$ cat src/design/mme_pkg.sv
// ---------------------------------------------------------------------------
// mme_pkg
// Shared types and constants for the Montgomery modular exponentiation core.
// ---------------------------------------------------------------------------
package mme_pkg;

    localparam int BASE_W        = 64;
    localparam int MONT_BITS_DEF = 64;
    localparam int CNT_W         = 7;

    typedef enum logic [3:0] {
        OP_NONE,
        OP_LOAD,
        OP_BMOD,
        OP_AMONT,
        OP_KSHIFT,
        OP_MSTART,
        OP_MSTEP,
        OP_MFIN,
        OP_EMIT
    } t_op;

    typedef enum logic [1:0] {
        SEL_ACC_A,
        SEL_A_A,
        SEL_ONE
    } t_sel;

    typedef struct packed {
        t_op  op;
        t_sel sel;
    } t_cmd;

    typedef struct packed {
        logic m_even;
        logic k_zero;
        logic k_lsb;
        logic k_hi_zero;
        logic bmod_last;
        logic wbit_last;
    } t_stat;

endpackage

$ cat src/design/mme_dp.sv
// ---------------------------------------------------------------------------
// mme_dp
// Datapath: modulus register, bit-serial reduction, doubling and radix-2
// Montgomery multiplier, exponent shifter and output register.
// ---------------------------------------------------------------------------
module mme_dp
    import mme_pkg::*;
#(
    parameter int MONT_BITS = MONT_BITS_DEF
) (
    input  logic                i_clk,
    input  logic                i_rst_n,
    input  logic                i_cfg_we,
    input  logic [BASE_W-1:0]   i_cfg_data,
    input  logic [2*BASE_W-1:0] i_in_data,
    input  t_cmd                i_cmd,
    output t_stat               o_stat,
    output logic [BASE_W-1:0]   o_out_data,
    output logic                o_out_err
);
    localparam int W = MONT_BITS;

    logic [BASE_W-1:0] r_modulus;
    logic [W-1:0]      r_m, r_a, r_acc, r_res, r_x, r_y;
    logic [W+1:0]      r_t;
    logic [BASE_W-1:0] r_base, r_k;
    logic [CNT_W-1:0]  r_cnt;
    logic              r_err;
    logic [BASE_W-1:0] r_out_data;
    logic              r_out_err;

    logic [W:0]        w_b2, w_bred, w_a2, w_ared, w_c2, w_cred, w_m1;
    logic [W+1:0]      w_m2, w_s, w_s2, w_fin;
    logic [BASE_W-1:0] w_res64;
    logic [W-1:0]      w_one;

    always_comb begin
        w_one    = '0;
        w_one[0] = 1'b1;
        w_m1     = {1'b0, r_m};
        w_m2     = {2'b00, r_m};
        // base mod m, one bit per cycle from the top
        w_b2     = {r_a, r_base[BASE_W-1]};
        w_bred   = (w_b2 >= w_m1) ? (w_b2 - w_m1) : w_b2;
        w_a2     = {r_a, 1'b0};
        w_ared   = (w_a2 >= w_m1) ? (w_a2 - w_m1) : w_a2;
        w_c2     = {r_acc, 1'b0};
        w_cred   = (w_c2 >= w_m1) ? (w_c2 - w_m1) : w_c2;
        // radix-2 Montgomery step: t = (t + x0*y + q*m) / 2
        w_s      = r_t + (r_x[0] ? {2'b00, r_y} : '0);
        w_s2     = w_s + (w_s[0] ? w_m2 : '0);
        w_fin    = (r_t >= w_m2) ? (r_t - w_m2) : r_t;
        w_res64  = '0;
        w_res64[W-1:0] = r_res;
    end

    always_ff @(posedge i_clk) begin
        if (!i_rst_n) begin
            r_modulus <= {{(BASE_W-1){1'b0}}, 1'b1};
        end else if (i_cfg_we) begin
            r_modulus <= i_cfg_data;
        end
    end

    always_ff @(posedge i_clk) begin
        case (i_cmd.op)
            OP_LOAD: begin
                r_m    <= r_modulus[W-1:0];
                r_err  <= ~r_modulus[0];
                r_base <= i_in_data[BASE_W-1:0];
                r_k    <= i_in_data[2*BASE_W-1:BASE_W];
                r_a    <= '0;
                r_acc  <= (r_modulus[W-1:0] == w_one) ? '0 : w_one;
                r_cnt  <= '0;
            end
            OP_BMOD: begin
                r_a    <= w_bred[W-1:0];
                r_base <= {r_base[BASE_W-2:0], 1'b0};
                r_cnt  <= o_stat.bmod_last ? '0 : r_cnt + 1'b1;
            end
            OP_AMONT: begin
                // a <- base*R mod m, acc <- R mod m
                r_a   <= w_ared[W-1:0];
                r_acc <= w_cred[W-1:0];
                r_cnt <= o_stat.wbit_last ? '0 : r_cnt + 1'b1;
            end
            OP_KSHIFT: begin
                r_k <= {1'b0, r_k[BASE_W-1:1]};
            end
            OP_MSTART: begin
                r_t   <= '0;
                r_cnt <= '0;
                r_x   <= (i_cmd.sel == SEL_A_A) ? r_a : r_acc;
                r_y   <= (i_cmd.sel == SEL_ONE) ? w_one : r_a;
            end
            OP_MSTEP: begin
                r_t   <= {1'b0, w_s2[W+1:1]};
                r_x   <= {1'b0, r_x[W-1:1]};
                r_cnt <= r_cnt + 1'b1;
            end
            OP_MFIN: begin
                unique case (i_cmd.sel)
                    SEL_ACC_A: r_acc <= w_fin[W-1:0];
                    SEL_A_A:   r_a   <= w_fin[W-1:0];
                    SEL_ONE:   r_res <= w_fin[W-1:0];
                    default:   r_res <= w_fin[W-1:0];
                endcase
            end
            OP_EMIT: begin
                r_out_data <= r_err ? '0 : w_res64;
                r_out_err  <= r_err;
            end
            default: begin
            end
        endcase
    end

    always_comb begin
        o_stat.m_even    = ~r_m[0];
        o_stat.k_zero    = (r_k == '0);
        o_stat.k_lsb     = r_k[0];
        o_stat.k_hi_zero = (r_k[BASE_W-1:1] == '0);
        o_stat.bmod_last = (r_cnt == CNT_W'(BASE_W - 1));
        o_stat.wbit_last = (r_cnt == CNT_W'(W - 1));
    end

    assign o_out_data = r_out_data;
    assign o_out_err  = r_out_err;

endmodule

$ cat src/design/mme_ctrl.sv
// ---------------------------------------------------------------------------
// mme_ctrl
// Sequencer: steps the datapath through reduction, conversion, the
// exponent scan and the Montgomery products; owns the handshakes.
// ---------------------------------------------------------------------------
module mme_ctrl
    import mme_pkg::*;
(
    input  logic  i_clk,
    input  logic  i_rst_n,
    input  logic  i_s_tvalid,
    output logic  o_s_tready,
    output logic  o_m_tvalid,
    input  logic  i_m_tready,
    input  t_stat i_stat,
    output t_cmd  o_cmd
);
    typedef enum logic [9:0] {
        S_IDLE   = 10'b0000000001,
        S_CHK    = 10'b0000000010,
        S_BMOD   = 10'b0000000100,
        S_AMONT  = 10'b0000001000,
        S_EBIT   = 10'b0000010000,
        S_SQ     = 10'b0000100000,
        S_MSTART = 10'b0001000000,
        S_MSTEP  = 10'b0010000000,
        S_MFIN   = 10'b0100000000,
        S_OUT    = 10'b1000000000
    } t_state;

    t_state r_state, n_state;
    t_sel   r_sel, n_sel;
    logic   r_ovalid, n_ovalid;

    always_comb begin
        n_state    = r_state;
        n_sel      = r_sel;
        n_ovalid   = r_ovalid && !i_m_tready;
        o_cmd.op   = OP_NONE;
        o_cmd.sel  = r_sel;
        o_s_tready = 1'b0;
        unique case (r_state)
            S_IDLE: begin
                o_s_tready = 1'b1;
                if (i_s_tvalid) begin
                    o_cmd.op = OP_LOAD;
                    n_state  = S_CHK;
                end
            end
            S_CHK: begin
                n_state = i_stat.m_even ? S_OUT : S_BMOD;
            end
            S_BMOD: begin
                o_cmd.op = OP_BMOD;
                if (i_stat.bmod_last) n_state = S_AMONT;
            end
            S_AMONT: begin
                o_cmd.op = OP_AMONT;
                if (i_stat.wbit_last) n_state = S_EBIT;
            end
            S_EBIT: begin
                if (i_stat.k_zero) begin
                    n_sel   = SEL_ONE;
                    n_state = S_MSTART;
                end else if (i_stat.k_lsb) begin
                    n_sel   = SEL_ACC_A;
                    n_state = S_MSTART;
                end else begin
                    n_state = S_SQ;
                end
            end
            S_SQ: begin
                o_cmd.op = OP_KSHIFT;
                if (i_stat.k_hi_zero) begin
                    n_state = S_EBIT;
                end else begin
                    n_sel   = SEL_A_A;
                    n_state = S_MSTART;
                end
            end
            S_MSTART: begin
                o_cmd.op = OP_MSTART;
                n_state  = S_MSTEP;
            end
            S_MSTEP: begin
                o_cmd.op = OP_MSTEP;
                if (i_stat.wbit_last) n_state = S_MFIN;
            end
            S_MFIN: begin
                o_cmd.op = OP_MFIN;
                unique case (r_sel)
                    SEL_ACC_A: n_state = S_SQ;
                    SEL_A_A:   n_state = S_EBIT;
                    SEL_ONE:   n_state = S_OUT;
                    default:   n_state = S_OUT;
                endcase
            end
            S_OUT: begin
                if (!r_ovalid || i_m_tready) begin
                    o_cmd.op = OP_EMIT;
                    n_ovalid = 1'b1;
                    n_state  = S_IDLE;
                end
            end
            default: n_state = S_IDLE;
        endcase
    end

    always_ff @(posedge i_clk) begin
        if (!i_rst_n) begin
            r_state  <= S_IDLE;
            r_sel    <= SEL_ONE;
            r_ovalid <= 1'b0;
        end else begin
            r_state  <= n_state;
            r_sel    <= n_sel;
            r_ovalid <= n_ovalid;
        end
    end

    assign o_m_tvalid = r_ovalid;

endmodule

$ cat src/design/montgomery_modexp_core.sv
// ---------------------------------------------------------------------------
// montgomery_modexp_core
// base^exponent mod M with a bit-serial radix-2 Montgomery multiplier.
// ---------------------------------------------------------------------------
// Channel  | Dir | Payload
// s        | in  | tdata[63:0] base, tdata[127:64] exponent
// m        | out | tdata[63:0] power_result, tuser modulus_error
// cfg      | in  | data[63:0] modulus
//
// One item at a time: a modulus check, base reduction and conversion, then
// one Montgomery product per exponent bit below the top set bit for the
// square, one per set bit and one for the final conversion; the products
// all share one bit-serial multiplier. Even modulus: zero result with the
// error flag set, and no products. Reset is synchronous, active low.
// The result waits in an output register; a stalled output holds only the
// next result, not input acceptance of the following item.
// ---------------------------------------------------------------------------
module montgomery_modexp_core
    import mme_pkg::*;
#(
    parameter int MONT_BITS = MONT_BITS_DEF
) (
    input  logic                i_clk,
    input  logic                i_rst_n,
    input  logic                i_s_tvalid,
    output logic                o_s_tready,
    input  logic [2*BASE_W-1:0] i_s_tdata,   // base, exponent
    output logic                o_m_tvalid,
    input  logic                i_m_tready,
    output logic [BASE_W-1:0]   o_m_tdata,   // power_result
    output logic                o_m_tuser,   // modulus_error
    input  logic                i_cfg_valid,
    output logic                o_cfg_ready,
    input  logic [BASE_W-1:0]   i_cfg_data
);
    t_cmd  w_cmd;
    t_stat w_stat;

    assign o_cfg_ready = 1'b1;

    mme_ctrl u_ctrl (
        .i_clk      (i_clk),
        .i_rst_n    (i_rst_n),
        .i_s_tvalid (i_s_tvalid),
        .o_s_tready (o_s_tready),
        .o_m_tvalid (o_m_tvalid),
        .i_m_tready (i_m_tready),
        .i_stat     (w_stat),
        .o_cmd      (w_cmd)
    );

    mme_dp #(.MONT_BITS(MONT_BITS)) u_dp (
        .i_clk      (i_clk),
        .i_rst_n    (i_rst_n),
        .i_cfg_we   (i_cfg_valid),
        .i_cfg_data (i_cfg_data),
        .i_in_data  (i_s_tdata),
        .i_cmd      (w_cmd),
        .o_stat     (w_stat),
        .o_out_data (o_m_tdata),
        .o_out_err  (o_m_tuser)
    );

endmodule

$ cat config.mk
export PLATFORM = sky130hd
export DESIGN_NAME = montgomery_modexp_core
export DESIGN_NICKNAME = d
export VERILOG_FILES = /design/src/design/mme_pkg.sv /design/src/design/mme_dp.sv /design/src/design/mme_ctrl.sv /design/src/design/montgomery_modexp_core.sv
export SDC_FILE = /design/constraint.sdc
export NUM_CORES = 2
export LEC_CHECK = 0
export BUFFER_PORTS_ARGS = -buffer_cell sky130_fd_sc_hd__buf_2
export CORE_MARGIN = 2
export CORE_UTILIZATION = 35
export DETAILED_ROUTE_END_ITERATION = 16
export PLACE_DENSITY_LB_ADDON = 0.12
export SYNTH_ARGS = -nofsm -noshare
export SYNTH_HDL_FRONTEND = slang
export SYNTH_SLANG_ARGS = --single-unit
$ cat constraint.sdc
create_clock -name i_clk -period 6.3 [get_ports i_clk]
set_clock_uncertainty 0.1 [all_clocks]
set_input_delay 0.63 -clock i_clk [delete_from_list [all_inputs] [get_ports i_clk]]
set_output_delay 0.63 -clock i_clk [all_outputs]
set_load 0.1 [all_outputs]
; Yosys cells after proc, flatten, opt, wreduce, memory -nomap -nowiden
; Index checks and enable logic that the tools add are counted.
[word_totals]
ff_bits = 728
out_inout_bits = 68
[op_classes]
n_mux = 39
bitwise_logic = 2
magnitude_cmp = 4
n_addsub = 7
n_eq_ne = 31
n_reduce_logical = 22
[ops]
columns = op, n
row1 = $mux 64, 9
row2 = $pmux 64 s2, 3
row3 = $pmux 64 s4, 1
row4 = $sub 64x64->64, 4
row5 = $ge 65x64->1, 3
row6 = $pmux 64 s3, 1
row7 = $pmux 66 s2, 1
row8 = $pmux 10 s10, 1
row9 = $mux 10, 7
row10 = $add 66x64->66, 1
row11 = $add 66x66->66, 1
row12 = $ge 66x64->1, 1
row13 = $eq 64x1->1 const B, 1
row14 = $logic_not 64->1, 1
row15 = $logic_not 63->1, 1
row16 = $pmux 4 s8, 1
row17 = $mux 7, 3
row18 = $pmux 7 s3, 1
row19 = $pmux 10 s2, 1
row20 = $eq 4x3->1 const B, 4
row21 = $eq 10x1->1 const B, 1
row22 = $eq 10x10->1 const B, 1
row23 = $eq 10x2->1 const B, 1
row24 = $eq 10x3->1 const B, 1
row25 = other kinds (32), 55

; Logic depth before layout (Yosys ltp)
[logic_depth]
word_depth = 7
depth_mapped = 30
mapped_depth_nobuf = 28

; Modules after synthesis
; From an unflattened synthesis, not the netlist that was laid out.
[unflattened]
cells_unflattened = 5827
hier_area_um2 = 53182.3
[modules_own_cells]
columns = mod, cells_per_inst, area_per_inst_um2, seq_area_each_um2, n_inst
row1 = mme_dp, 5730, 52330.2, 20799.9, 1
row2 = mme_ctrl, 95, 840.8, 260.2, 1
row3 = montgomery_modexp_core, 2, 11.3, 0.0, 1

; Least setup slack after synthesis
; No wires, ideal clock.
[synth_path]
kind = flip-flop to flip-flop
startpoint = reg u_ctrl.r_state[4]
endpoint = reg u_dp.r_cnt[0], enable pin
slack_ns = -0.994
path_stages_with_launch = 6
setup_time_ns = 0.325
period_less_slack_ns = 7.294
arrival_ns = 6.869
cell_sequence = dfxtp_1 -> or4_1 -> nor4b_1 -> nand2_1 -> nand2_1 -> or3_1
[synth_via]
elab_chain_cells = 5
elab_cells_between_ends = 17
[synth_lines]
columns = element, line
row1 = start: declaration, mme_ctrl.sv:31  ; t_state r_state, n_state;
row2 = start signal: assignment, mme_ctrl.sv:115  ; r_state <= n_state;
row3 = $eq 10x10->1 (tied with other cells), mme_ctrl.sv:42  ; unique case (r_state)
row4 = $pmux 4 s8 (*), mme_ctrl.sv:42
row5 = $eq 4x2->1 (tied with other cells), mme_dp.sv:66  ; case (i_cmd.op)
row6 = $reduce_or 2->1 (no line), n/a
row7 = $reduce_bool 3->1 (no line) (*), n/a
row8 = end signal: assignment, mme_dp.sv:79  ; r_cnt <= o_stat.bmod_last ? '0 : r_cnt + 1'b1;
row9 = end signal: assignment, mme_dp.sv:85  ; r_cnt <= o_stat.wbit_last ? '0 : r_cnt + 1'b1;
row10 = end signal: assignment, mme_dp.sv:99  ; r_cnt <= r_cnt + 1'b1;
row11 = end: declaration, mme_dp.sv:27  ; logic [CNT_W-1:0] r_cnt;
; Mark *: on every way between the ends. The rest lies on a longest branch, timed or not.
; A chain may end at the register's enable or synchronous reset.

; Final worst setup path
[layout_path]
startpoint = reg u_dp.r_x[0]
endpoint = reg u_dp.r_t[62], data pin
[layout_via]
elab_chain_cells = 5
[layout_lines]
columns = element, line
row1 = start: declaration, mme_dp.sv:24  ; logic [W-1:0] r_m, r_a, r_acc, r_res, r_x, r_y;
row2 = start signal: assignment, mme_dp.sv:93  ; r_x <= (i_cmd.sel == SEL_A_A) ? r_a : r_acc;
row3 = start signal: assignment, mme_dp.sv:98  ; r_x <= {1'b0, r_x[W-1:1]};
row4 = $mux 64 (*), mme_dp.sv:50  ; w_s = r_t + (r_x[0] ? {2'b00, r_y} : '0);
row5 = $add 66x64->66 (*), mme_dp.sv:50
row6 = $mux 64, mme_dp.sv:51  ; w_s2 = w_s + (w_s[0] ? w_m2 : '0);
row7 = $add 66x66->66 (*), mme_dp.sv:51
row8 = $pmux 66 s2 (*), mme_dp.sv:66
row9 = end signal: assignment, mme_dp.sv:97  ; r_t <= {1'b0, w_s2[W+1:1]};
row10 = end: declaration, mme_dp.sv:25  ; logic [W+1:0] r_t;
; Mark *: on every way between the ends. The rest lies on a longest branch, timed or not. The select of a mux whose other input is x is not followed.

==> results.cfg <==
[routing]
ant_nets = 0
drc = 0
wl_um = 207000
wl_per_cell_um = 25.4
drtIter0Drc = 3506
vias_per_cell = 5.59
drt_first_pass_iters = 6
vias = 45400

[finish]
seqCellArea_mm2 = 0.0211
layout-area-overhead-vs-synth_pct = 15.0
nFillCells = 15100
multi_input_area_mm2 = 0.0297
final_nets = 6549
drive_gt1_frac = 0.137
final_area_mm2 = 0.0606

[grt]
grt_pass1_vias = 44500
antenna_found_initial = 29
grt_pass1_wl_um = 300000
track_usage = 0.264
grt_max_degree = 128
gr-total-overflow = 0

[synthesis]
synth_top_family_by_area = compound AO/OA/AOI/OAI gates
yosysTopAreaCell = edfxtp_1
synth_most_common_cell = edfxtp_1
synth.distinct_cells = 103
yosys-top-cells-area = edfxtp_1 37%, ha_1 7.6%, mux2i_1 5.6%
synth-xor-area-share = 0.0565
syn-cell-area_mm2 = 0.0527
yosysTopAreaCellShare = 0.370
ys.warnings.count = 0
ys.flop_type = edfxtp_1
synth_edf_count = 650
postSynthCellCount = 5704
synth_compound_area_frac = 0.189
synthTopCellsByCount = 650 x edfxtp_1, 639 x nand2_1, 480 x a21oi_1
yosysSeqAreaShare = 0.399
async_flop_share = 0
synth_mux_area_frac = 0.0709
yosys.area_share.simple = 0.165
syn_nets = 6228
postSynthAreaPerCell_um2 = 9.24
synth_fa_ha_area_frac = 0.0785
ys_ff_latch = 727

[placement]
portBuffers = 263
hpwl_um = 165000
dpl_cell_area_mm2 = 0.0575
place_congestion = 1.05
dp_slack_ns = -0.000769

[sta]
whs_ns = 0.0390
maxSlewViolCount = 0
max_slew.worst_pin.slew_ns = 1.39
fin_crit_ns = 6.00
relSlewSlack = 0.0649
hold_viol_final = 0
setup_viol = 0
period_share = 0.952
maxClockFrequency_mhz = 167
fin_ws_ns = 0.303

[worst_setup_path]
cp_slowest_cell = edfxtp_1
critical_path.most_common_cell = buf_4
path_class = reg2reg
path_max_fanout = 30
critPathRequiredTime_ns = 6.62
path_buf_inv = 4
arrival_ns = 6.32
worst_setup_path_start_kind = register
cp-end-kind = register
cp_top_family = compound AO/OA/AOI/OAI gates
cp_slowest_stage_delay_ns = 0.45

[clock_network]
htreeDepth = 3
tritoncts = yes
clock_sinks = 727
cts_buffer_depth = 3
path_clk_slew_ns = 0.06
clock_latency_ns = 0.73
root_buffer = clkbuf_16
cts_buffers = 91

[floorplanning]
core_region_area_mm2 = 0.150
dieArea_mm2 = 0.154
io_pins = 265
rows = 142
dieWidth_um = 392
initial_core_util = 0.352
die_h_um = 392

[power]
p_leak_nw = 24.7
powerDensity_mw_per_mm2 = 250
vdd_drop_max_mv = 0.232

[hold_path]
min_path_type = in2reg

[run_status]
status = complete, no violations

[run]
maxCapViolCount = 0
==> layer usage <==
metal / vias to the layer above / global-route usage / part of all wire
li1: 21500 / - / -
met1: 22000 / 0.378 / 0.47
met2: 1516 / 0.404 / 0.43
met3: 272 / 0.0445 / 0.067
met4: 34 / 0.0815 / 0.030
met5: - / 0 / 0.00086
==> worst paths after layout <==
check	startpoint	end	slack, ns	cells after the start
min reg2reg	u_dp.r_modulus[0]	u_dp.r_m[0]	0.34	0
max reg2reg	u_dp.r_x[0]	u_dp.r_t[62]	0.30	28
min	i_cfg_data[13]	u_dp.r_modulus[13]	0.04	3
max	u_dp.r_x[0]	u_dp.r_t[62]	0.30	28
==> flip-flops by register name, summed over array words and instances (netlist names) <==
signal             cells
u_dp.r_res            64
u_ctrl.o_m_tvalid      1
u_dp.r_err             1
u_dp.r_m              64
u_dp.o_out_err         1
u_dp.r_k              64
u_dp.o_out_data       64
u_dp.r_cnt             7
u_dp.r_a              64
u_dp.r_t              65
u_ctrl.r_sel           2
u_dp.r_acc            64
u_dp.r_modulus        64
u_dp.r_base           64
u_ctrl.r_state        10
u_dp.r_y              64
u_dp.r_x              64
==> cell families after synthesis <==
| logic type | Yosys count |
|---|---|
| fa+ha+maj | 327 |
| simple gates | 1820 |
| buf+inv | 545 |
| other cells | 1 |
| flops | 727 |
| xor+xnor | 340 |
| compound gates | 1579 |
| mux | 365 |
==> power by group <==
part | total, W | switching, W | internal (W) | leakage, nW
Sequential | 0.00574 | 0.000222 | 0.00552 | 6.54
Combinational | 0.00408 | 0.00262 | 0.00145 | 16.8
Clock | 0.00532 | 0.00229 | 0.00302 | 1.41
==> metrics by stage <==
| stage | std cells | power (W) | util | TNS [ns] |
|---|---|---|---|---|
| 3_3_place_gp | 7943 | 0.00981 | 0.384 | -0.0455 |
| 6_report | 8122 | 0.0151 | 0.405 | 0 |
| 4_1_cts | 8110 | 0.0152 | 0.404 | 0 |
| 3_5_place_dp | 7943 | 0.00981 | 0.384 | -0.000769 |
| 2_1_floorplan | 5704 | 0.00828 | - | 0 |
| 5_1_grt | 8114 | 0.0157 | 0.405 | -0.00734 |
==> layout make-up <==
cell class / count / share of cell area
timing repair buffer: 536 / 0.0568
tap: 2016 / 0.0416
antenna: 10 / 0.000413
multi-input combinational: 4432 / 0.491
sequential: 727 / 0.347
clock buffer: 111 / 0.0398
clock inverter: 53 / 0.00867
inverter: 237 / 0.0147
==> cell usage in the layout, fill, tap and decap left out, drive strengths merged, types with 31 or more instances in the layout <==
| cell | count |
|---|---|
| and3 | 34 |
| dfxtp | 77 |
| o221ai | 56 |
| nor3 | 66 |
| a21o | 200 |
| o21ai | 404 |
| ha | 321 |
| o21bai | 87 |
| xor2 | 119 |
| nor2b | 96 |
| a21boi | 31 |
| clkbuf | 111 |
| nand4 | 120 |
| nor2 | 406 |
| a31oi | 47 |
| nand2 | 639 |
| edfxtp | 650 |
| o21a | 43 |
| a211oi | 33 |
| buf | 534 |
| nand3 | 80 |
| mux2 | 68 |
| and2 | 212 |
| nor4 | 55 |
| inv | 244 |
| mux2i | 297 |
| xnor2 | 221 |
| o22ai | 38 |
| a21oi | 481 |
==> tightest hold or removal path: cells and delay by family <==
kind / cells / cell delay [ns]
buffers and inverters: 1 / 0.08
multiplexers: 1 / 0.05
AND/OR/NAND/NOR: 1 / 0.07
==> what timing repair did <==
action | 4_1_cts | 5_1_grt
pin swaps | 1 | 9
setup buffers | 1 | 2
hold buffers | 2 | 0
resized for setup | 2 | 30
endpoints found under the setup margin | 6 | 21
hold endpoints to repair | 2 | 0
(Power assumes the default switching activity.)
